**src/sv/sobel_edge_magnitude_rgb_macros.svh**
```systemverilog
// Assertion macros shared by the Sobel edge magnitude RTL
`ifndef SOBEL_EDGE_MAGNITUDE_RGB_MACROS_SVH
`define SOBEL_EDGE_MAGNITUDE_RGB_MACROS_SVH

// Same-cycle implication, clocked on clk_i, off during reset
`define SEM_ASSERT_NOW(lbl, ante, cons, msg) \
  lbl: assert property (@(posedge clk_i) disable iff (!rst_ni) (ante) |-> (cons)) \
    else $error(msg);

// Next-cycle implication, clocked on clk_i, off during reset
`define SEM_ASSERT_NEXT(lbl, ante, cons, msg) \
  lbl: assert property (@(posedge clk_i) disable iff (!rst_ni) (ante) |=> (cons)) \
    else $error(msg);

`endif

```
**src/sv/sem_pkg.sv**
```systemverilog
// Shared types and constants of the Sobel edge magnitude block
`timescale 1ns / 1ps
package sem_pkg;

  localparam int PIX_W      = 24;
  localparam int ROW_W      = 13;
  localparam int WIDTH_W    = 12;
  localparam int HEIGHT_W   = 13;
  localparam int CFG_DATA_W = 13;
  localparam int GRAD_W     = 10;
  localparam int SQ_W       = 21;
  localparam int ROOT_W     = 8;

  localparam logic CMD_PIXEL = 1'b0;
  localparam logic CMD_FLUSH = 1'b1;

  localparam logic CFG_FRAME_WIDTH  = 1'b0;
  localparam logic CFG_FRAME_HEIGHT = 1'b1;

  localparam logic [WIDTH_W-1:0]  WIDTH_RESET  = 12'd640;
  localparam logic [HEIGHT_W-1:0] HEIGHT_RESET = 13'd480;
  localparam logic [HEIGHT_W-1:0] HEIGHT_LIMIT = 13'd4096;
  localparam logic [ROOT_W-1:0]   SAT_LIMIT    = 8'd255;
  // round(sqrt(s)) reaches 256 exactly from this sum on
  localparam logic [SQ_W-1:0]     SAT_SUM      = 21'd65281;

  typedef struct packed {
    logic       command;
    logic [7:0] in_blue;
    logic [7:0] in_green;
    logic [7:0] in_red;
  } in_item_t;

  typedef struct packed {
    logic [7:0] out_blue;
    logic [7:0] out_green;
    logic [7:0] out_red;
    logic       frame_last;
  } out_item_t;

  // Per-item control decided by the front end
  typedef struct packed {
    logic use_top;
    logic use_mid;
    logic col0;
    logic emit;
    logic last;
  } ctl_t;

endpackage

```
**src/sv/sem_front.sv**
```systemverilog
// Front end: frame counters and classification of incoming transactions
`timescale 1ns / 1ps
module sem_front #(
  parameter int MAX_LINE_PIXELS = 2048
) (
  input  logic                               clk_i,
  input  logic                               rst_ni,
  input  logic                               restart_i,
  input  logic [sem_pkg::WIDTH_W-1:0]        width_i,
  input  logic [sem_pkg::HEIGHT_W-1:0]       height_i,
  input  logic                               in_valid_i,
  output logic                               in_ready_o,
  input  sem_pkg::in_item_t                  in_item_i,
  input  logic                               full_i,
  output logic                               push_o,
  output logic [$clog2(MAX_LINE_PIXELS)-1:0] push_addr_o,
  output logic [sem_pkg::PIX_W-1:0]          push_pix_o,
  output sem_pkg::ctl_t                      push_ctl_o
);
  import sem_pkg::*;

  localparam int COL_W = $clog2(MAX_LINE_PIXELS);
  localparam int EW    = COL_W + 1;
  localparam int CW    = (EW > WIDTH_W) ? EW : WIDTH_W;

  logic [COL_W-1:0] x_q, x_d, ox_q, ox_d;
  logic [ROW_W-1:0] y_q, y_d, oy_q, oy_d;
  logic [EW-1:0]    w;
  logic [HEIGHT_W-1:0] h;
  logic accept, drop, row_live, emit, last;

  // Clamp the frame size registers into range
  always_comb begin
    if (width_i == '0) begin
      w = EW'(1);
    end else if (CW'(width_i) > CW'(MAX_LINE_PIXELS)) begin
      w = EW'(MAX_LINE_PIXELS);
    end else begin
      w = EW'(width_i);
    end
    if (height_i == '0) begin
      h = HEIGHT_W'(1);
    end else if (height_i > HEIGHT_LIMIT) begin
      h = HEIGHT_LIMIT;
    end else begin
      h = height_i;
    end
  end

  // Classify the transaction at the head of the input
  assign in_ready_o = !full_i;
  assign accept     = in_valid_i && !full_i;
  assign row_live   = y_q < h;
  assign drop       = row_live && (in_item_i.command == CMD_FLUSH);
  assign emit       = (y_q >= ROW_W'(2)) || ((y_q == ROW_W'(1)) && (x_q != '0));
  assign last       = emit && (({1'b0, oy_q} + 14'd1) >= {1'b0, h})
                           && ((EW'(ox_q) + EW'(1)) >= w);

  assign push_o      = accept && !drop;
  assign push_addr_o = x_q;
  assign push_pix_o  = row_live ? {in_item_i.in_red, in_item_i.in_green, in_item_i.in_blue}
                                : '0;
  assign push_ctl_o.use_top = (y_q >= ROW_W'(2)) && ((y_q - ROW_W'(2)) < h);
  assign push_ctl_o.use_mid = (y_q >= ROW_W'(1)) && ((y_q - ROW_W'(1)) < h);
  assign push_ctl_o.col0    = (x_q == '0);
  assign push_ctl_o.emit    = emit;
  assign push_ctl_o.last    = last;

  // Advance input and output positions
  always_comb begin
    x_d  = x_q;
    y_d  = y_q;
    ox_d = ox_q;
    oy_d = oy_q;
    if (restart_i) begin
      x_d  = '0;
      y_d  = '0;
      ox_d = '0;
      oy_d = '0;
    end else if (push_o) begin
      if (last) begin
        x_d  = '0;
        y_d  = '0;
        ox_d = '0;
        oy_d = '0;
      end else begin
        if ((EW'(x_q) + EW'(1)) >= w) begin
          x_d = '0;
          y_d = y_q + ROW_W'(1);
        end else begin
          x_d = x_q + COL_W'(1);
        end
        if (emit) begin
          if ((EW'(ox_q) + EW'(1)) >= w) begin
            ox_d = '0;
            oy_d = oy_q + ROW_W'(1);
          end else begin
            ox_d = ox_q + COL_W'(1);
          end
        end
      end
    end
  end

  always_ff @(posedge clk_i or negedge rst_ni) begin
    if (!rst_ni) begin
      x_q  <= '0;
      y_q  <= '0;
      ox_q <= '0;
      oy_q <= '0;
    end else begin
      x_q  <= x_d;
      y_q  <= y_d;
      ox_q <= ox_d;
      oy_q <= oy_d;
    end
  end

endmodule

```
**config.mk**
```make
export PLATFORM = sky130hd
export DESIGN_NAME = sem_front
export DESIGN_NICKNAME = d
export VERILOG_FILES = /design/src/sv/sobel_edge_magnitude_rgb_macros.svh /design/src/sv/sem_pkg.sv /design/src/sv/sem_front.sv
export SDC_FILE = /design/constraint.sdc
export NUM_CORES = 1
export LEC_CHECK = 0
export BUFFER_PORTS_ARGS = -buffer_cell sky130_fd_sc_hd__clkbuf_2
export CORE_ASPECT_RATIO = 1.4
export CORE_UTILIZATION = 30
export DETAILED_ROUTE_END_ITERATION = 12
export GPL_TIMING_DRIVEN = 0
export HOLD_SLACK_MARGIN = 0.06
export SYNTH_ARGS = -nofsm -noshare
export SYNTH_HDL_FRONTEND = slang
export SYNTH_SLANG_ARGS = --single-unit
export TNS_END_PERCENT = 100
```
**constraint.sdc**
```tcl
create_clock -name clk_i -period 3.3 [get_ports clk_i]
set_input_delay 0.165 -clock clk_i [delete_from_list [all_inputs] [get_ports clk_i]]
set_output_delay 0.165 -clock clk_i [all_outputs]
set_load 0.01 [all_outputs]
```
## Word level (Yosys, flattened, before mapping)

Cells that the tools add are included.

- $add $sub $neg: 9
- Order comparisons: 10
- Reduce and logical (&&, ||, !) cells: 22
- Multiplexer cells: 23
- Equal/unequal tests: 1

Operators by type and width:

| operator | number |
|---|---|
| $mux W13 | 11 |
| $mux W11 | 9 |
| $lt A13 B13 Y1 | 3 |
| $add A13 B1 Y13 const B | 2 |
| $add A11 B1 Y12 const B | 2 |
| $ge A12 B12 Y1 | 2 |
| $mux W12 | 2 |
| $mux W24 | 1 |
| $add A11 B1 Y11 const B | 2 |
| $add A13 B1 Y14 const B | 1 |
| $ge A14 B13 Y1 | 1 |
| $eq A13 B1 Y1 const B | 1 |
| $ge A13 B1 Y1 const B | 1 |
| $ge A13 B2 Y1 const B | 1 |
| $gt A13 B13 Y1 const B | 1 |
| $logic_not A13 Y1 | 1 |
| $sub A13 B1 Y13 const B | 1 |
| $sub A13 B2 Y13 const B | 1 |
| $gt A12 B12 Y1 const B | 1 |
| $logic_not A12 Y1 | 1 |
| $logic_not A11 Y1 | 1 |
| $reduce_bool A11 Y1 | 1 |
| $reduce_bool A3 Y1 | 3 |
| $logic_and A1 B1 Y1 | 8 |
| other kinds (5) | 7 |

- Bits in registers: 48
- Word-level logic and storage cells: 69
- Output and inout bits: 42
- Input bits: 55

## Logic depth before layout (Yosys ltp)

Gate-level depths: netlist (run 1).

- Word-level depth: 9
- Depth in mapped cells: 17
- Mapped depth without buffers: 15

## Worst setup path before layout (run 1)

Ideal clock, no wire load.

- Kind: register to register
- Start point: register ox_q[0]
- End point: register y_q[10]
- Stages on the path, launching flop included: 16
- Arrival time: 3.350 ns
- Required time: 3.208 ns
- Clock period less this slack: 3.442 ns
- Buffers on the path: 1
- Slack: -0.142 ns
- Setup time: 0.092 ns
- Cell sequence: dfrtp_1 -> ha_1 -> and3_1 -> and3_1 -> and3_1 -> nand3_1 -> xnor2_1 -> ha_1 -> nand2_1 -> nor2_1 -> a211oi_1 -> o21ai_0 -> a31o_1 -> buf_6 -> or4_4 -> o31ai_2

- Cells in the longest elaborated chain, start to end: 6
- Elaborated cells between the ends (all ways): 8
- Those cells by class: add/sub (1); order compare (1); mux (3); reduce/logical (3)

RTL lines:

| item | line | source |
|---|---|---|
| start, declared | sem_front.sv:26 | `logic [COL_W-1:0] x_q, x_d, ox_q, ox_d;` |
| start signal, assigned | sem_front.sv:109 | `ox_q <= '0;` |
| start signal, assigned | sem_front.sv:114 | `ox_q <= ox_d;` |
| $add A11 B1 Y12 * | sem_front.sv:57 | `&& ((EW'(ox_q) + EW'(1)) >= w);` |
| $ge A12 B12 Y1 * | sem_front.sv:57 |  |
| $logic_and A1 B1 Y1 * | sem_front.sv:57 |  |
| $mux W13 | sem_front.sv:81 | `if (last) begin` |
| $mux W13 | sem_front.sv:80 | `end else if (push_o) begin` |
| $mux W13 | sem_front.sv:75 | `if (restart_i) begin` |
| end signal, assigned | sem_front.sv:113 | `y_q <= y_d;` |
| end, declared | sem_front.sv:27 | `logic [ROW_W-1:0] y_q, y_d, oy_q, oy_d;` |

Mark *: on every way between the ends. The rest lies on a longest branch, timed or not. The select of a mux whose other input is x is not followed.
A chain may end at the register's enable or synchronous reset.

==> flow_summary.ini, run 1 <==
[detailed_routing]
viasPerCell = 5.15
ant_nets = 0
num_vias = 5582
drcViolationCount = 0
drt_iter0_drc = 282
wire_per_inst_microns = 15.3
firstDrtPassIters = 5
routed_wl_mm = 16.6

[global_routing]
grt_pass1_vias = 5211
grt-ovfl-total = 0
grt_max_degree = 49
grt_pass1_wl_mm = 26.0
antenna_found_initial = 0
grtUsageTotal = 0.176

[synth]
synth_top_cells_by_area = dfrtp_1, ha_1, nand2_1
synthCells = 670
yosys_warnings = 0
synth_top_cell_by_area = dfrtp_1
ys_ff_latch = 48
yosysSeqAreaShare = 0.223
synth_nets = 809
syn_area_per_cell_sq_um = 8.04
ys_types = 57
synth_top_area_share = 0.223
synth_area_sq_mm = 0.00539
async_flop_share = 1.00
synthFlopType = dfrtp_1
synth_edf_count = 0

[hold_path]
hp-class = in2async

[final_layout]
syn2layout_area_growth_pct = 35.8
n_fill_cell = 1759
final_cell_mix = clkbuf_2, nand2_1, ha_1
antennaDiodeCount = 0
final_cells = 1084
mostFrequentLayoutCell = clkbuf_2
fin_util = 0.419
drive_gt1_frac = 0.324
nets = 986

[placement]
dp_cells = 1001
gp_congestion = 0.861
hpwl_mm = 11.9
port_buffers = 95
place_ws_ns = -1.35

[flow_run]
drv_cap = 0

[power_and_ir_drop]
ir_worst_vdd_mv = 0.185
combPwrFrac = 0.234
p_per_area_mw_per_mm2 = 216
p_sw_mw = 0.468
p_seq_frac = 0.376
p_clk_frac = 0.390
p_leak_nw = 3.53
p_total_mw = 1.58
power.internal_mw = 1.11
swShare = 0.297

[sta]
finalMaxSlewViolations = 0
rsz0062_at_grt = yes
slew-limit-headroom = 0.515
setup_viol = 3
hold_viol = 0
post-route-period-util = 1.13
fin_crit_ns = 3.73
finalWorstSetupSlack_ns = -0.433
fmax_mhz = 268
skew_ns = 0.00905
fin_tns_setup_ns = -0.914
worstMarginPinSlew_ns = 0.708

[clock_network]
cts.sinks = 48
clockRootBuffer = clkbuf_16
clk_latency_ns = 0.30
htreeDepth = 2
cts_buffer_depth = 2
clk_pin_slew_ns = 0.08
cts_tree = yes
cts_buffers = 5

[setup_path]
r2r_end = y_q[10]$_DFFE_PN0P_
required_ns = 3.13
worstSetupStartpointType = flip-flop
r2r_start = ox_q[0]$_DFFE_PN0P_
worst-setup-path-type = reg2out
end_kind = output port
cp_cell_sequence = buf_6, or4_4, or2_4, or4_4, a21oi_4, xor2_1, ha_1, nand3_2, nor2_1, nand2_1, o21ai_1, a31oi_1, o21ai_1, nor2_1, buf_2
reg2reg_depth = 14
cp.arrival_ns = 3.57
slowest_stage = or4_4
rrSetupSlack_ns = 0
critPathLaunch = y_q[6]$_DFFE_PN0P_
cp_slowest_stage_delay_ns = 0.52
crit_fanout = 3

[floorplan]
die_w_microns = 115
core_sq_mm = 0.0175
start_util = 0.308
die_area_sq_mm = 0.0185
io_pins = 97
num_rows = 57
die_y_microns = 161

[status]
violations = negative setup slack
status = complete, but fails checks
## worst max path at each step
stage	slack [ns]	to
floorplan	0.001	y_q[10]$_DFFE_PN0P_
global placement	-1.30	y_q[10]$_DFFE_PN0P_
detailed placement	-1.35	y_q[10]$_DFFE_PN0P_
CTS	-0.40	push_ctl_o[3]
global route	-0.57	push_ctl_o[3]
finish	-0.43	push_ctl_o[3]
## power by group through the flow
stage	Sequential, mW	Clock [mW]	Combinational [mW]
2_1_floorplan	0.605	0	0.194
3_3_place_gp	0.605	0	0.320
3_5_place_dp	0.605	0	0.324
6_report	0.593	0.616	0.370
5_1_grt	0.593	0.645	0.413
4_1_cts	0.593	0.625	0.345
## state kept, by name, indices dropped and copies added (netlist names)
signal,count
oy_q,13
y_q,13
ox_q,11
push_addr_o,11
## cells in the mapped netlist (9+ instances only)
cell / number
a211oi_1: 9
a21o_1: 11
a21oi_1: 31
a22o_1: 16
and2_1: 24
and3_1: 16
clkbuf_1: 26
dfrtp_1: 48
ha_1: 84
inv_1: 22
nand2_1: 85
nand3_1: 26
nand4_1: 13
nor2_1: 47
nor2b_1: 9
nor3_1: 15
nor4_1: 13
o21ai_0: 42
xnor2_1: 29
xor2_1: 20
## per-stage QoR
stage / hold slack [ns] / instance area (sq um)
after floorplan: -0.131 / 5410
after global placement: 0.507 / 6180
after detailed placement: 0.519 / 6180
after CTS: 0.207 / 6880
after global routing: 0.339 / 7310
final: 0.293 / 7310
## critical path, delay by kind of cell (launching register included)
family	cells	cell delay (ns)
flip-flops	1	0.40
AO/OA/AOI/OAI	4	0.46
XOR/XNOR	1	0.19
AND/OR/NAND/NOR	7	1.67
buffers and inverters	2	0.26
adder cells (fa/ha/maj)	1	0.28
## cell type report
cell class | instances | area, sq um | share of cell area
multi-input cells | 564 | 4260 | 0.583
clock buffers | 5 | 125 | 0.0171
well taps | 236 | 295 | 0.0404
flip-flops and latches | 48 | 1210 | 0.165
clock inverters | 3 | 46.3 | 0.00633
plain buffers | 33 | 213 | 0.0291
repair buffers | 172 | 1070 | 0.147
inverters | 23 | 87.6 | 0.0120
## kinds of logic after synthesis
group,after synthesis,share of synthesized area
buffers and inverters,58,0.0458
flip-flops,48,0.223
XOR/XNOR,49,0.0797
multiplexers,4,0.00836
adder cells (fa/ha/maj),84,0.195
AND/OR/NAND/NOR,279,0.263
AO/OA/AOI/OAI,148,0.185
## what timing repair did
action                                  4_1_cts  5_1_grt
setup buffers                                45       30
hold endpoints to repair                      0       11
hold buffers                                  0        1
resized for setup                            57       63
endpoints found under the setup margin       73       51
pin swaps                                    18       29
## per-layer routing
metal	vias to the layer above	wire (microns)	GRT usage
met4	0	396	0.0643
met3	23	552	0.0113
met2	137	8310	0.309
li1	2775	-	-
met5	-	0	0
met1	2647	7360	0.224
Power figures use the tool's default switching activity.
==> run 2: changes to the inputs <==
--- a/config.mk
+++ b/config.mk
@@ -6,11 +6,14 @@
 export NUM_CORES = 1
 export LEC_CHECK = 0
 export BUFFER_PORTS_ARGS = -buffer_cell sky130_fd_sc_hd__clkbuf_2
+export CELL_PAD_IN_SITES_DETAIL_PLACEMENT = 1
+export CELL_PAD_IN_SITES_GLOBAL_PLACEMENT = 2
 export CORE_ASPECT_RATIO = 1.4
 export CORE_UTILIZATION = 30
 export DETAILED_ROUTE_END_ITERATION = 12
 export GPL_TIMING_DRIVEN = 0
 export HOLD_SLACK_MARGIN = 0.06
+export PLACE_DENSITY_LB_ADDON = 0.1
 export SYNTH_ARGS = -nofsm -noshare
 export SYNTH_HDL_FRONTEND = slang
 export SYNTH_SLANG_ARGS = --single-unit
==> run 2 against run 1 <==
  * The run still ends with negative setup slack left
  * Clock-buffer cell count stayed put
  * Fmax is 0.63% higher
  * Clock power is 13% higher
  * Total power is 9.1% higher
  * Sequential power hardly changed
  * Non-clock buffer count is 56 higher
  * Critical path type unchanged
==> flow_summary.ini, run 2 (same netlist as run 1, synthesis figures left out) <==
[placement]
placed_area_sq_mm = 0.00618
hpwl_mm = 14.9
gp_congestion = 0.830
place_ws_ns = -1.62
port_buffers = 95

[power_and_ir_drop]
p_leak_nw = 3.88
p_per_area_mw_per_mm2 = 214
p_total_mw = 1.72
ir_worst_vdd_mv = 0.172
p_seq_frac = 0.345
p_clk_frac = 0.406
combPwrFrac = 0.249
swShare = 0.295
p_sw_mw = 0.509
power.internal_mw = 1.21

[final_layout]
final_cell_mix = buf_4, clkbuf_2, ha_1
mostFrequentLayoutCell = buf_4
reg_top3 = oy_q x13, y_q x13
n_fill_cell = 2079
seq_area_sq_mm = 0.00121
multi_input_area_sq_mm = 0.00448
nets = 1042
syn2layout_area_growth_pct = 49.8
antennaDiodeCount = 0
drive_gt1_frac = 0.399
design_area_sq_mm = 0.00807
fin_util = 0.462

[clock_network]
cts_buffer_depth = 2
cts.sinks = 48
cts_buffers = 5
clockRootBuffer = clkbuf_16
htreeDepth = 2
cts_tree = yes
clk_pin_slew_ns = 0.07
clk_latency_ns = 0.31

[sta]
finalMaxSlewViolations = 0
fmax_mhz = 270
rsz0062_at_grt = yes
fin_crit_ns = 3.71
hold_viol = 0
fin_hold_ws_ns = 0.315
finalWorstSetupSlack_ns = -0.410
slew-limit-headroom = 0.458
skew_ns = 0.0146
setup_viol = 24
post-route-period-util = 1.12
worstMarginPinSlew_ns = 0.813

[setup_path]
crit_fanout = 3
cp.arrival_ns = 3.54
end_kind = output port
worstSetupStartpointType = flip-flop
worst-setup-path-type = reg2out
required_ns = 3.13

[flow_run]
drv_cap = 0

[floorplan]
io_pins = 97
num_rows = 57
start_util = 0.308
core_sq_mm = 0.0175
die_area_sq_mm = 0.0185
die_y_microns = 161
die_w_microns = 115

[global_routing]
gr-max-usage-layer = met2
grt_pass1_wl_mm = 33.2
antenna_found_initial = 0
grt_pass1_vias = 6259
gr-usage-met2 = 0.453
grt_max_degree = 49
met1_usage = 0.254
grt-ovfl-total = 0
use_met3 = 0.0204
grtUsageTotal = 0.234

[detailed_routing]
ant_nets = 0
num_vias = 5964
drt_iter0_drc = 183
wire_per_inst_microns = 19.6
drcViolationCount = 0
viasPerCell = 5.23
routed_wl_mm = 22.3
firstDrtPassIters = 4

[status]
violations = negative setup slack
status = complete, but fails checks

[hold_path]
hp-class = in2async
==> run 2: critical path, stage by stage (launching register included) <==
cell	delay (ns)
dfrtp_1	0.39
buf_6	0.12
or4_4	0.51
or2_4	0.25
or4_4	0.46
a21oi_4	0.17
xor2_1	0.20
ha_1	0.28
a21o_1	0.17
a21oi_2	0.14
o21ai_2	0.09
a31oi_4	0.14
o21ai_1	0.10
nor2_1	0.10
buf_2	0.13
==> run 2: per-stage QoR <==
stage | TNS (ns) | instances
after floorplan | 0 | 670
after global routing | -6.51 | 1140
after detailed placement | -65.14 | 1001
final | -2.60 | 1140
after global placement | -60.17 | 1001
after CTS | -0.946 | 1108
==> run 2: timing repair <==
item | in CTS | in global routing
hold buffers | 0 | 1
buffers inserted | 100 | 39
hold endpoints to repair | 0 | 14
setup endpoints to repair | 77 | 72
resized for setup | 81 | 116
cloned | 0 | 1
pin swaps | 37 | 47
==> run 2: area by class of cell <==
class | count | area share
multi-input cells | 564 | 0.555
repair buffers | 228 | 0.194
flip-flops and latches | 48 | 0.150
well taps | 236 | 0.0366
plain buffers | 33 | 0.0285
clock buffers | 5 | 0.0155
inverters | 23 | 0.0112
clock inverters | 3 | 0.00853
==> run 2: final timing paths <==
path,from,to,slack [ns],cells after the start
setup reg to reg,oy_q[2]$_DFFE_PN0P_,y_q[6]$_DFFE_PN0P_,-0.22,17
min in group clk_i,restart_i,ox_q[0]$_DFFE_PN0P_,0.44,2
max in group asynchronous,rst_ni,oy_q[0]$_DFFE_PN0P_,2.43,3
hold reg to reg,push_addr_o[0]$_DFFE_PN0P_,push_addr_o[0]$_DFFE_PN0P_,0.56,1
setup / recovery,y_q[7]$_DFFE_PN0P_,push_ctl_o[3],-0.41,14
hold / removal,rst_ni,push_addr_o[5]$_DFFE_PN0P_,0.32,2
==> run 2: metal layers <==
| metal | part of all wire | vias to the layer above |
|---|---|---|
| li1 | - | 2872 |
| met1 | 0.38 | 2915 |
| met2 | 0.54 | 130 |
| met3 | 0.025 | 47 |
| met4 | 0.045 | 0 |
| met5 | 0 | - |
==> run 2: power groups by stage <==
stage,registers (mW),logic (mW),clock network (mW)
after floorplan,0.605,0.194,0
after global placement,0.605,0.328,0
after detailed placement,0.605,0.341,0
after CTS,0.594,0.383,0.709
after global routing,0.594,0.473,0.731
final,0.594,0.430,0.699
