## config.mk

```make
export PLATFORM = sky130hd
export DESIGN_NAME = sem_queue
export DESIGN_NICKNAME = d
export VERILOG_FILES = /design/src/sv/sobel_edge_magnitude_rgb_macros.svh /design/src/sv/sem_pkg.sv /design/src/sv/sem_queue.sv
export SDC_FILE = /design/constraint.sdc
export NUM_CORES = 1
export LEC_CHECK = 0
export ABC_AREA = 1
export BUFFER_PORTS_ARGS = -buffer_cell sky130_fd_sc_hd__buf_2
export CORE_UTILIZATION = 44
export CTS_CLUSTER_DIAMETER = 80
export CTS_CLUSTER_SIZE = 10
export DETAILED_ROUTE_END_ITERATION = 8
export GPL_ROUTABILITY_DRIVEN = 0
export GPL_TIMING_DRIVEN = 0
export PLACE_DENSITY_LB_ADDON = 0.25
export SETUP_SLACK_MARGIN = 0.05
export SYNTH_ARGS = -nofsm -noshare
export SYNTH_HDL_FRONTEND = slang
export SYNTH_SLANG_ARGS = --single-unit
```

## constraint.sdc

```tcl
create_clock -name clk_i -period 1.21 [get_ports clk_i]
set_input_delay 0.0605 -clock clk_i [delete_from_list [all_inputs] [get_ports clk_i]]
set_output_delay 0.0605 -clock clk_i [all_outputs]
set_load 0.1 [all_outputs]
```

## src/sv/sobel_edge_magnitude_rgb_macros.svh

```systemverilog
// Assertion macros shared by the Sobel edge magnitude RTL
`ifndef SOBEL_EDGE_MAGNITUDE_RGB_MACROS_SVH
`define SOBEL_EDGE_MAGNITUDE_RGB_MACROS_SVH

// Same-cycle implication, clocked on clk_i, off during reset
`define SEM_ASSERT_NOW(lbl, ante, cons, msg) \
  lbl: assert property (@(posedge clk_i) disable iff (!rst_ni) (ante) |-> (cons)) \
    else $error(msg);

// Next-cycle implication, clocked on clk_i, off during reset
`define SEM_ASSERT_NEXT(lbl, ante, cons, msg) \
  lbl: assert property (@(posedge clk_i) disable iff (!rst_ni) (ante) |=> (cons)) \
    else $error(msg);

`endif

```

## src/sv/sem_pkg.sv

```systemverilog
// Shared types and constants of the Sobel edge magnitude block
`timescale 1ns / 1ps
package sem_pkg;

  localparam int PIX_W      = 24;
  localparam int ROW_W      = 13;
  localparam int WIDTH_W    = 12;
  localparam int HEIGHT_W   = 13;
  localparam int CFG_DATA_W = 13;
  localparam int GRAD_W     = 10;
  localparam int SQ_W       = 21;
  localparam int ROOT_W     = 8;

  localparam logic CMD_PIXEL = 1'b0;
  localparam logic CMD_FLUSH = 1'b1;

  localparam logic CFG_FRAME_WIDTH  = 1'b0;
  localparam logic CFG_FRAME_HEIGHT = 1'b1;

  localparam logic [WIDTH_W-1:0]  WIDTH_RESET  = 12'd640;
  localparam logic [HEIGHT_W-1:0] HEIGHT_RESET = 13'd480;
  localparam logic [HEIGHT_W-1:0] HEIGHT_LIMIT = 13'd4096;
  localparam logic [ROOT_W-1:0]   SAT_LIMIT    = 8'd255;
  // round(sqrt(s)) reaches 256 exactly from this sum on
  localparam logic [SQ_W-1:0]     SAT_SUM      = 21'd65281;

  typedef struct packed {
    logic       command;
    logic [7:0] in_blue;
    logic [7:0] in_green;
    logic [7:0] in_red;
  } in_item_t;

  typedef struct packed {
    logic [7:0] out_blue;
    logic [7:0] out_green;
    logic [7:0] out_red;
    logic       frame_last;
  } out_item_t;

  // Per-item control decided by the front end
  typedef struct packed {
    logic use_top;
    logic use_mid;
    logic col0;
    logic emit;
    logic last;
  } ctl_t;

endpackage

```

## src/sv/sem_queue.sv

```systemverilog
// Two-entry queue between the front end and the back end
`timescale 1ns / 1ps
module sem_queue #(
  parameter int DATA_W = 8
) (
  input  logic              clk_i,
  input  logic              rst_ni,
  input  logic              push_i,
  input  logic [DATA_W-1:0] data_i,
  input  logic              pop_i,
  output logic [DATA_W-1:0] data_o,
  output logic              empty_o,
  output logic              full_o
);
  import sem_pkg::*;

  logic [DATA_W-1:0] slot_q [2];
  logic              wr_ptr_q, rd_ptr_q;
  logic [1:0]        count_q;
  logic              do_push, do_pop;

  assign empty_o = (count_q == 2'd0);
  assign full_o  = (count_q == 2'd2);
  assign do_push = push_i && !full_o;
  assign do_pop  = pop_i && !empty_o;
  assign data_o  = slot_q[rd_ptr_q];

  // Store entries
  always_ff @(posedge clk_i) begin
    if (do_push) begin
      slot_q[wr_ptr_q] <= data_i;
    end
  end

  // Track pointers and fill level
  always_ff @(posedge clk_i or negedge rst_ni) begin
    if (!rst_ni) begin
      wr_ptr_q <= 1'b0;
      rd_ptr_q <= 1'b0;
      count_q  <= 2'd0;
    end else begin
      if (do_push) begin
        wr_ptr_q <= !wr_ptr_q;
      end
      if (do_pop) begin
        rd_ptr_q <= !rd_ptr_q;
      end
      if (do_push && !do_pop) begin
        count_q <= count_q + 2'd1;
      end else if (do_pop && !do_push) begin
        count_q <= count_q - 2'd1;
      end
    end
  end

endmodule

```

Yosys cells after proc, flatten, opt, wreduce, memory -nomap -nowiden:

Memories as Yosys holds them, arrays and structs flattened.
Cells that the tools add are included.

* flip-flop bits (word level): 4
* memory bits (writable): 16
* memories kept: 1

Memories
* slot_q: words 2, bits a word 8, rd ports 1, clocked after Yosys merged registers in 0, wr ports 1, line sem_queue.sv:17 `logic [DATA_W-1:0] slot_q [2];`

* add/sub/neg operators: 2
* eq/ne operators: 1
* multiplexer cells: 4
* reductions and logical operators: 12

Operators by type and width (number)
* 1-bit zero test: 6
* 1-bit logical AND: 4
* 2-bit 2-to-1 mux: 2
* 2-bit by 1-bit adder with 2-bit output (second input constant): 1
* 2-bit equality test (second input constant): 1
* 2-bit zero test: 1
* 1-bit 2-to-1 mux: 2
* 2-bit nonzero test: 1
* 2-bit by 1-bit subtractor with 2-bit output (second input constant): 1

Longest topological paths before layout:

Gate-level depths: netlist (run 1).

* depth in word-level cells: 7
* depth in mapped cells: 9
* depth with buffers taken out: 9

Worst setup path after synthesis (run 1):

OpenSTA, ideal clock, no wires.

* kind: register to register
* start: register count_q[0]
* end: register rd_ptr_q
* setup time: 119 ps
* arrival: 1981 ps
* path slack: -890 ps
* cell stages (with the launch flop): 4
* buffers on the path: 0
* cells stage by stage: dfrtp_1 > nor2_1 > nand3b_1 > nand2_1

* word-level cells in the longest chain between the ends: 3

Ends and longest elaborated chain
* from (decl): line sem_queue.sv:19 `logic [1:0] count_q;`
* from (signal assigned): line sem_queue.sv:49 `count_q <= count_q + 2'd1;`
* from (signal assigned): line sem_queue.sv:51 `count_q <= count_q - 2'd1;`
* 2-bit zero test: line sem_queue.sv:22 `assign empty_o = (count_q == 2'd0);`
* via empty_o: line sem_queue.sv:12 `output logic empty_o,`
* 1-bit zero test: line sem_queue.sv:25 `assign do_pop = pop_i && !empty_o;`
* 1-bit logical AND: line sem_queue.sv:25
* to (signal assigned): line sem_queue.sv:46 `rd_ptr_q <= !rd_ptr_q;`
* to (decl): line sem_queue.sv:18 `logic wr_ptr_q, rd_ptr_q;`

The timed path passes the listed nets, and every way through them passes these cells.
A chain may end at the register's enable or synchronous reset.

Final worst setup path (run 1):

* start: register rd_ptr_q
* end: output data_o[4]

* word-level cells in the longest chain between the ends: 1

Ends and longest elaborated chain
* memory read 2 x 8 bit
* to (decl): line sem_queue.sv:11 `output logic [DATA_W-1:0] data_o,`

No other way between the ends.

==> impl_metrics.ini, run 1 <==
[outcome]
status = finished, violations left
violations = setup timing

[timing]
setup_viol = 19
min_period_over_period = 1.112
rsz0062_at_grt = yes
tightest_slew_ns = 0.2661
slew_headroom = 0.8222
fin_ws_ns = -0.1360
fin_worst_skew_ns = 0.002459
period_needed_ns = 1.346
hold-worst-slack_ns = 0.08018
maxSlewViolCount = 0
fmax_ghz = 0.7429
hold_viol = 0

[synth]
syn_nets = 86
synth-simple-area-share = 0.2009
synth_cell_types = 14
yosys_most_used_dff = edfxtp_1
synth.most_common_cell = nand2_1
synthMuxAreaShare = 0
yosysTopAreaCell = edfxtp_1
synth-seq-cells = 20
synthesis.area_um2 = 809.5
synth_top_family_by_area = simple AND/OR/NAND/NOR gates
avgSynthCellArea_um2 = 11.09
synthTopCellsByCount = 33 x nand2_1, 16 x edfxtp_1, 7 x inv_1, 4 x dfrtp_1
synth-edff-count = 16
yosysWarnings = 0
synthCells = 73
ys_seq_area_frac = 0.7172
synth_compound_area_frac = 0.01236
async_reset_ff_frac = 0.2000
synth_area_leaders = edfxtp_1 59%, nand2_1 15%, dfrtp_1 12%
synth_fa_ha_area_frac = 0.01546
yosys.area_share.xor_xnor = 0.01082
yosys.area.top_type_share = 0.5935

[routing]
vias_per_cell = 4.792
dr.pass1.iters = 4
drtIter0Drc = 16
routed_wl_um = 1939
antenna_left = 0
drc_errors = 0
dr_total_vias = 690
wire_per_inst_um = 13.47

[grt]
grt_pass1_wl_um = 2525
antenna_found_initial = 0
overflow = 0
grt_pass1_vias = 627
grt_usage = 0.1845
grt_start_max_net_pins = 13

[floorplanning]
die_w_um = 44.90
io_pins = 22
start_util = 0.4688
dieArea_um2 = 2016
die_h_um = 44.90
rows = 15
core_area_um2 = 1727

[critical_path]
crit_buf_inv = 3
crit_slowest_cell = dfrtp_1
critical_path_class = flop to primary output
crit_required_ns = 1.15
worst_setup_path_start_kind = flop
critPathTopFamily = buffers and inverters
path_max_fanout = 6
cp-end-kind = primary output
crit_chain = buf_6 -> clkinvlp_4 -> nand2_1 -> nand2_2 -> buf_12
cp.arrival_ns = 1.29
slowest_delay_ns = 0.37

[clocking]
cts-root-buf = clkbuf_4
cts_sinks = 20
worstSkewPairLatency_ns = 0.30
clk_pin_slew_ns = 0.11
tritoncts = yes
cts_buffers = 3
htree_levels = 1
cts_max_path_buffers = 2

[final_layout]
utilization = 0.8384
syn_to_final_growth_pct = 78.83
fillerInstances = 90
drive_gt1_frac = 0.5294
final_nets = 133
final_cell_count_no_fill = 144
antenna_cells = 0

[placement]
dp.cells = 119
place.port_buffers = 21
hpwlAfterDp_um = 913.9

[run]
maxCapViolations = 0

[min_path]
holdCritPathClass = primary input to async pin
[cell families (layout without fill, tap and decap cells)]
logic type	count (synthesis)	after routing
XOR/XNOR	1	1
AND/OR/NAND/NOR	40	40
adder cells (fa/ha/maj)	1	1
AO/OA/AOI/OAI	2	2
flip-flops	20	20
buffers and inverters	9	55
[area by class of cell]
type,count,area [um2],area share
sequential,20,581.8,0.4019
clock buffer,3,22.52,0.01556
timing repair buffer,41,439.2,0.3034
tap,25,31.28,0.02161
buffer,1,11.26,0.007779
inverter,8,37.54,0.02593
clock inverter,1,30.03,0.02074
multi-input combinational,44,286.5,0.1979
timing repair inverter,1,7.507,0.005186
[state kept, by name (all words and copies together), names as in the netlist]
| register | count |
|---|---|
| count_q | 2 |
| wr_ptr_q | 1 |
| rd_ptr_q | 1 |
| slot_q | 16 |
[worst paths after layout]
path	startpoint	to	slack [ns]	cells after the start
max in group asynchronous	rst_ni	count_q[0]$_DFFE_PN0P_	0.99	2
min in group clk_i	push_i	wr_ptr_q$_DFFE_PN0P_	0.09	4
min	rst_ni	wr_ptr_q$_DFFE_PN0P_	0.08	2
max	rd_ptr_q$_DFFE_PN0P_	data_o[4]	-0.14	5
max reg2reg	count_q[1]$_DFFE_PN0P_	count_q[1]$_DFFE_PN0P_	-0.10	8
min reg2reg	wr_ptr_q$_DFFE_PN0P_	wr_ptr_q$_DFFE_PN0P_	0.50	2
[repair_timing]
item,in CTS,in global routing
endpoints found under the setup margin,28,28
hold endpoints to repair,21,0
hold buffers,10,0
setup buffers,5,4
pin swaps,6,6
gates resized for setup,50,14
cloned,2,0
[cell usage in the layout, fill, tap and decap left out, types with 2 or more instances in the layout]
| cell | count |
|---|---|
| nor2_4 | 4 |
| inv_2 | 2 |
| clkbuf_4 | 3 |
| buf_6 | 4 |
| buf_12 | 10 |
| dfrtp_1 | 3 |
| nand2_2 | 13 |
| nand2_1 | 20 |
| inv_1 | 4 |
| buf_2 | 12 |
| dlygate4sd3_1 | 10 |
| buf_4 | 6 |
| edfxtp_1 | 16 |
[through the flow]
step,instance area [um2],worst slack [ns],TNS (ns)
after global routing,1448,-0.2063,-2.964
after CTS,1355,-0.1109,-0.9634
after detailed placement,977.2,-0.1843,-2.519
after global placement,977.2,-0.1587,-2.193
after floorplan,840.8,-0.4726,-3.476
final,1448,-0.1360,-1.540
[metal layers]
layer,part of all wire,GRT usage,vias up
li1,-,-,334
met1,0.42,0.2240,319
met2,0.52,0.3235,33
met3,0.045,0.02400,4
met4,0.010,0.09091,0
met5,0,0,-
Power of run 1 is not shown: default switching activity piles up to over one toggle a cycle in this logic, so the estimate is an artifact.
==> run 2: changes to the inputs <==
--- a/config.mk
+++ b/config.mk
@@ -15,6 +15,7 @@
 export GPL_TIMING_DRIVEN = 0
 export PLACE_DENSITY_LB_ADDON = 0.25
 export SETUP_SLACK_MARGIN = 0.05
+export SLEW_MARGIN = 10
 export SYNTH_ARGS = -nofsm -noshare
 export SYNTH_HDL_FRONTEND = slang
 export SYNTH_SLANG_ARGS = --single-unit
==> constraint.sdc (replaced) <==
create_clock -name clk_i -period 1.21 [get_ports clk_i]
set_input_delay 0.0605 -clock clk_i [delete_from_list [all_inputs] [get_ports clk_i]]
set_output_delay 0.0605 -clock clk_i [all_outputs]
set_load 0.01 [all_outputs]
==> run 2 against run 1 <==
  * The run still ends with setup timing left
  * Critical path type unchanged
  * Via count down 10%
  * Count of clock-buffer cells in the layout is the same
  * Critical endpoint is now empty_o
  * Critical path depth decreased by 2
  * Wire length shrank 19%
  * First-iteration DRC count is 25% lower
  * Clock skew is 0.0013 ns lower
  * Global-route usage is 0.79 points lower
==> impl_metrics.ini, run 2 (synthesis results as in run 1) <==
[outcome]
status = finished, violations left
violations = setup timing

[final_layout]
final_cell_count_no_fill = 136
drive_gt1_frac = 0.4505
antenna_cells = 0
largest_reg_flops = 16
largestRegisters = slot_q (16), count_q (2)
syn_to_final_growth_pct = 47.29
final_nets = 125
layout_common_cells = 25 x nand2_1, 20 x buf_2, 16 x edfxtp_1
top_register = slot_q
final_common_cell = nand2_1
stdcell_area_um2 = 1192

[routing]
drc_errors = 0
routed_wl_um = 1575
vias_per_cell = 4.566
wire_per_inst_um = 11.58
drtIter0Drc = 12
dr_total_vias = 621
antenna_left = 0
dr.pass1.iters = 4

[placement]
dp.cells = 119
hpwlAfterDp_um = 919
placed_area_um2 = 954.7
place.port_buffers = 21

[grt]
grt_pass1_vias = 624
antenna_found_initial = 0
overflow = 0
grt_start_max_net_pins = 12
grt_pass1_wl_um = 2490
grt_usage = 0.1767

[clocking]
cts_sinks = 20
tritoncts = yes
cts_buffers = 3
cts_max_path_buffers = 2
cts-root-buf = clkbuf_4
worstSkewPairLatency_ns = 0.30
htree_levels = 1
clk_pin_slew_ns = 0.11

[critical_path]
worst_setup_path_start_kind = flop
critical_path_class = flop to primary output
slowest_delay_ns = 0.46
reg2reg_slack_ns = -0.03
path_max_fanout = 4
timing.rr.start = count_q[1]$_DFFE_PN0P_
crit_chain = buf_4 -> nor2_1 -> buf_2
cp-end-kind = primary output
cp-startpoint = count_q[0]$_DFFE_PN0P_
crit_required_ns = 1.15
r2r-end = slot_q[0][6]$_DFFE_PP_
crit_slowest_cell = dfrtp_2
reg2reg_depth = 5
cp.arrival_ns = 1.19

[floorplanning]
rows = 15
dieArea_um2 = 2016
die_h_um = 44.90
die_w_um = 44.90
core_area_um2 = 1727
start_util = 0.4688
io_pins = 22

[timing]
tightest_slew_ns = 0.2711
fin_ws_ns = -0.04496
slew_headroom = 0.8180
min_period_over_period = 1.037
fin_worst_skew_ns = 0.001206
fmax_ghz = 0.7968
maxSlewViolCount = 0
period_needed_ns = 1.255
hold-worst-slack_ns = 0.01345
setup_tns_ns = -0.4902
hold_viol = 0
rsz0062_at_grt = yes
setup_viol = 21

[min_path]
worstHoldStart = pop_i
holdCritPathClass = primary input to flop
holdPathEnd = rd_ptr_q$_DFFE_PN0P_
hold_depth = 3

[power]
vdd_ir_drop_max_v = 0.001739
swShare = 0.3887
clockPowerShare = 0.119
internal-power_w = 0.001637
p_per_area_nw_per_um2 = 2245
seqPwrFrac = 0.403
p_comb_frac = 0.478
leakage_nw = 0.5327
p_sw_w = 0.001040

[run]
maxCapViolations = 0
==> run 2: cell types whose count changed in the layout (fill, tap and decap cells not counted), sizes merged <==
cell | before | now
buf | 32 | 25
bufinv | 1 | 0
dlygate4sd3 | 10 | 9
inv | 7 | 8
==> run 2: layer usage <==
layer,part of all wire,GRT usage
met5,0,0
met4,0.012,0.07273
met3,0.027,0.02400
met2,0.51,0.3235
met1,0.45,0.2074
==> run 2: layout make-up <==
| cell class | count | area (um2) |
|---|---|---|
| Sequential cell | 20 | 583.1 |
| Timing Repair Buffer | 33 | 227.7 |
| Timing Repair inverter | 1 | 7.507 |
| Clock inverter | 1 | 3.754 |
| Fill cell | 139 | 534.3 |
| Buffer | 1 | 11.26 |
| Inverter | 8 | 42.54 |
| Tap cell | 25 | 31.28 |
| Clock buffer | 3 | 22.52 |
| Multi-Input combinational cell | 44 | 262.8 |
==> run 2: power groups by stage <==
stage	clock network, W	registers (W)	logic, W
floorplan	0	0.00105	0.000607
global placement	0	0.00106	0.000869
detailed placement	0	0.00107	0.000899
CTS	0.000312	0.00105	0.00108
global route	0.000337	0.00110	0.00143
finish	0.000319	0.00108	0.00128
==> run 2: critical path, delay by kind of cell, from the launching register on <==
family | cells | cell delay (ns)
DFF | 1 | 0.46
buffers and inverters | 2 | 0.32
and+or+nand+nor | 1 | 0.12
==> run 2: how the worst max path moves through the flow <==
stage                             endpoint  depth (start not counted)
detailed placement  slot_q[1][1]$_DFFE_PP_                          3
floorplan           count_q[1]$_DFFE_PN0P_                          8
global route        count_q[1]$_DFFE_PN0P_                          8
finish                             empty_o                          3
CTS                 count_q[1]$_DFFE_PN0P_                          8
global placement    slot_q[1][1]$_DFFE_PP_                          3
==> run 2: timing repair <==
action | in CTS | in global routing
gates cloned | 2 | 0
buffers inserted | 2 | 0
setup endpoints to repair | 26 | 28
hold buffers | 9 | 0
gates resized for setup | 6 | 22
hold endpoints to repair | 20 | 0
pin swaps | 4 | 5
==> run 2: through the flow <==
stage / worst slack (ns) / utilization / power [W]
after floorplan: -0.03724 / - / 0.001658
after global placement: -0.1531 / 0.5529 / 0.001932
after detailed placement: -0.1695 / 0.5529 / 0.001970
after CTS: -0.08906 / 0.6471 / 0.002445
after global routing: -0.1184 / 0.6906 / 0.002872
final: -0.04496 / 0.6906 / 0.002677
Note: power is estimated with default switching activity, not from simulation.
==> run 3: changes to the inputs <==
--- a/config.mk
+++ b/config.mk
@@ -6,14 +6,15 @@
 export NUM_CORES = 1
 export LEC_CHECK = 0
 export ABC_AREA = 1
+export ABC_CLOCK_PERIOD_IN_PS = 1500
 export BUFFER_PORTS_ARGS = -buffer_cell sky130_fd_sc_hd__buf_2
-export CORE_UTILIZATION = 44
+export CORE_UTILIZATION = 53
 export CTS_CLUSTER_DIAMETER = 80
 export CTS_CLUSTER_SIZE = 10
 export DETAILED_ROUTE_END_ITERATION = 8
 export GPL_ROUTABILITY_DRIVEN = 0
 export GPL_TIMING_DRIVEN = 0
-export PLACE_DENSITY_LB_ADDON = 0.25
+export PLACE_DENSITY = 0.78
 export SETUP_SLACK_MARGIN = 0.05
 export SLEW_MARGIN = 10
 export SYNTH_ARGS = -nofsm -noshare
==> constraint.sdc (replaced) <==
create_clock -name clk_i -period 1.5 [get_ports clk_i]
set_input_delay 0.075 -clock clk_i [delete_from_list [all_inputs] [get_ports clk_i]]
set_output_delay 0.075 -clock clk_i [all_outputs]
set_load 0.01 [all_outputs]
==> run 3 against run 2 <==
  * The flow now finishes without violations
  * Count of clock-buffer cells in the layout stayed put
  * Critical path type is now flop to flop
  * Sequential share of layout area is 4.4 points higher
  * Register-to-register slack better by 0.16 ns
  * Global-route usage is 4.3 points higher
  * Hold slack improved by 0.0039 ns
  * Critical path depth is 4 higher
  * Non-clock buffer count shrank 3
  * Final cell count decreased by 10%
  * Power is 24% lower
  * First-iteration DRC count increased by 42%
==> impl_metrics.ini, run 3 (synthesis results as in run 1) <==
[timing]
slew_headroom = 0.7059
setup_tns_ns = 0
fin_worst_skew_ns = 0.002484
period_needed_ns = 1.374
hold-worst-slack_ns = 0.01738
tightest_slew_ns = 0.4365
fmax_ghz = 0.7277
fin_ws_ns = 0.1258
min_period_over_period = 0.9161
maxSlewViolCount = 0
setup_viol = 0
hold_viol = 0
rsz0062_at_grt = yes

[grt]
overflow = 0
grt_start_max_net_pins = 13
antenna_found_initial = 0
grt_usage = 0.2193
grt_pass1_wl_um = 2152
grt_pass1_vias = 591

[final_layout]
syn_to_final_growth_pct = 34.78
final_nets = 121
layout_common_cells = 33 x nand2_1, 22 x buf_2, 16 x edfxtp_1
top_register = slot_q
utilization = 0.7985
fillerInstances = 83
largest_reg_flops = 16
largestRegisters = slot_q (16), count_q (2)
final_common_cell = nand2_1
drive_gt1_frac = 0.2991
antenna_cells = 0

[clocking]
tritoncts = yes
cts_buffers = 3
cts-root-buf = clkbuf_4
cts_sinks = 20
worstSkewPairLatency_ns = 0.30
cts_max_path_buffers = 2
clk_pin_slew_ns = 0.11
htree_levels = 1

[min_path]
hold_depth = 3
holdCritPathClass = primary input to flop

[placement]
hpwlAfterDp_um = 992.4
place.port_buffers = 21
pre_cts_slack_ns = -0.04121

[routing]
antenna_left = 0
wire_per_inst_um = 12.87
drc_errors = 0
dr.pass1.iters = 4
drtIter0Drc = 17
vias_per_cell = 4.992
dr_total_vias = 609
routed_wl_um = 1570

[critical_path]
slowest_delay_ns = 0.47
timing.rr.start = count_q[0]$_DFFE_PN0P_
critical_path_class = flop to flop
cp-startpoint = count_q[0]$_DFFE_PN0P_
setup.worst_path.end = count_q[1]$_DFFE_PN0P_
crit_required_ns = 1.70
crit_chain = nor2_2 -> nor2_2 -> ha_1 -> inv_1 -> nand3_1 -> nand2_1 -> nand2_1
r2r-end = count_q[1]$_DFFE_PN0P_
cp-end-kind = flop
worst_setup_path_start_kind = flop
crit_slowest_cell = dfrtp_2
cp.arrival_ns = 1.58
reg2reg_slack_ns = 0.13
reg2reg_depth = 7
path_max_fanout = 7

[floorplanning]
die_h_um = 41.08
core_area_um2 = 1366
dieArea_um2 = 1688
io_pins = 22
die_w_um = 41.08
rows = 13
start_util = 0.5925

[power]
vdd_ir_drop_max_v = 0.001091
p_per_area_nw_per_um2 = 1876
leakage_nw = 0.5064

[outcome]
status = finished clean

[run]
maxCapViolations = 0
run 3: cell types whose count changed in the layout (fill, tap and decap cells not counted), moves of 2 or more:
cell	previous run	this run
nor2_2	0	2
buf_4	2	0
nand2_4	2	0
inv_2	2	0
nor2_4	3	1
buf_2	20	22
nand2_1	25	33
nand2_2	6	0
buf_6	3	0
inv_1	3	6
run 3: how the worst min path moves through the flow:
stage,start,end,slack [ns]
after global routing,pop_i,rd_ptr_q$_DFFE_PN0P_,0.02
after CTS,pop_i,rd_ptr_q$_DFFE_PN0P_,0.007
after detailed placement,rst_ni,count_q[0]$_DFFE_PN0P_,-0.11
after global placement,rst_ni,count_q[0]$_DFFE_PN0P_,-0.11
final,pop_i,rd_ptr_q$_DFFE_PN0P_,0.02
after floorplan,rst_ni,count_q[0]$_DFFE_PN0P_,-0.22
run 3: worst max-delay path: cells and delay by family (launching register included):
| family | cells | cell delay, ns |
|---|---|---|
| flip-flops | 1 | 0.47 |
| adder cells (fa/ha/maj) | 1 | 0.32 |
| buffers and inverters | 1 | 0.09 |
| AND/OR/NAND/NOR | 5 | 0.39 |
run 3: final cells by class:
class | instances | area (um2) | area share
well taps | 15 | 18.77 | 0.01720
flip-flops and latches | 20 | 581.8 | 0.5333
plain buffers | 1 | 5.005 | 0.004587
clock buffers | 3 | 22.52 | 0.02064
inverters | 8 | 36.28 | 0.03326
multi-input cells | 44 | 201.4 | 0.1846
repair buffers | 30 | 195.2 | 0.1789
clock inverters | 1 | 30.03 | 0.02752
run 3: routing by layer:
metal | routed length (um) | vias up | part of all wire | track usage
li1 | - | 304 | - | -
met1 | 651 | 278 | 0.41 | 0.1978
met2 | 828 | 21 | 0.53 | 0.3867
met3 | 52 | 6 | 0.033 | 0.06522
met4 | 36 | 0 | 0.023 | 0.1917
met5 | 0 | - | 0 | 0
run 3: metrics by stage:
stage	instances	power [W]	cell area, um2
2_1_floorplan	73	0.001307	809.5
3_3_place_gp	109	0.001525	933.4
3_5_place_dp	109	0.001558	933.4
4_1_cts	122	0.002020	1079
5_1_grt	122	0.002188	1091
6_report	122	0.002047	1091
run 3: report_power, final:
part | internal [W] | leakage, nW | switching, W
clock network | 0.000270 | 0.0279 | 0.000166
logic | 0.000283 | 0.283 | 0.000480
registers | 0.000774 | 0.196 | 0.0000738
run 3: repair_timing:
action                                  in CTS  in global routing
setup buffers                                0                  0
hold endpoints to repair                    20                  0
resized for setup                            2                  4
hold buffers                                 9                  0
endpoints found under the setup margin       9                 19
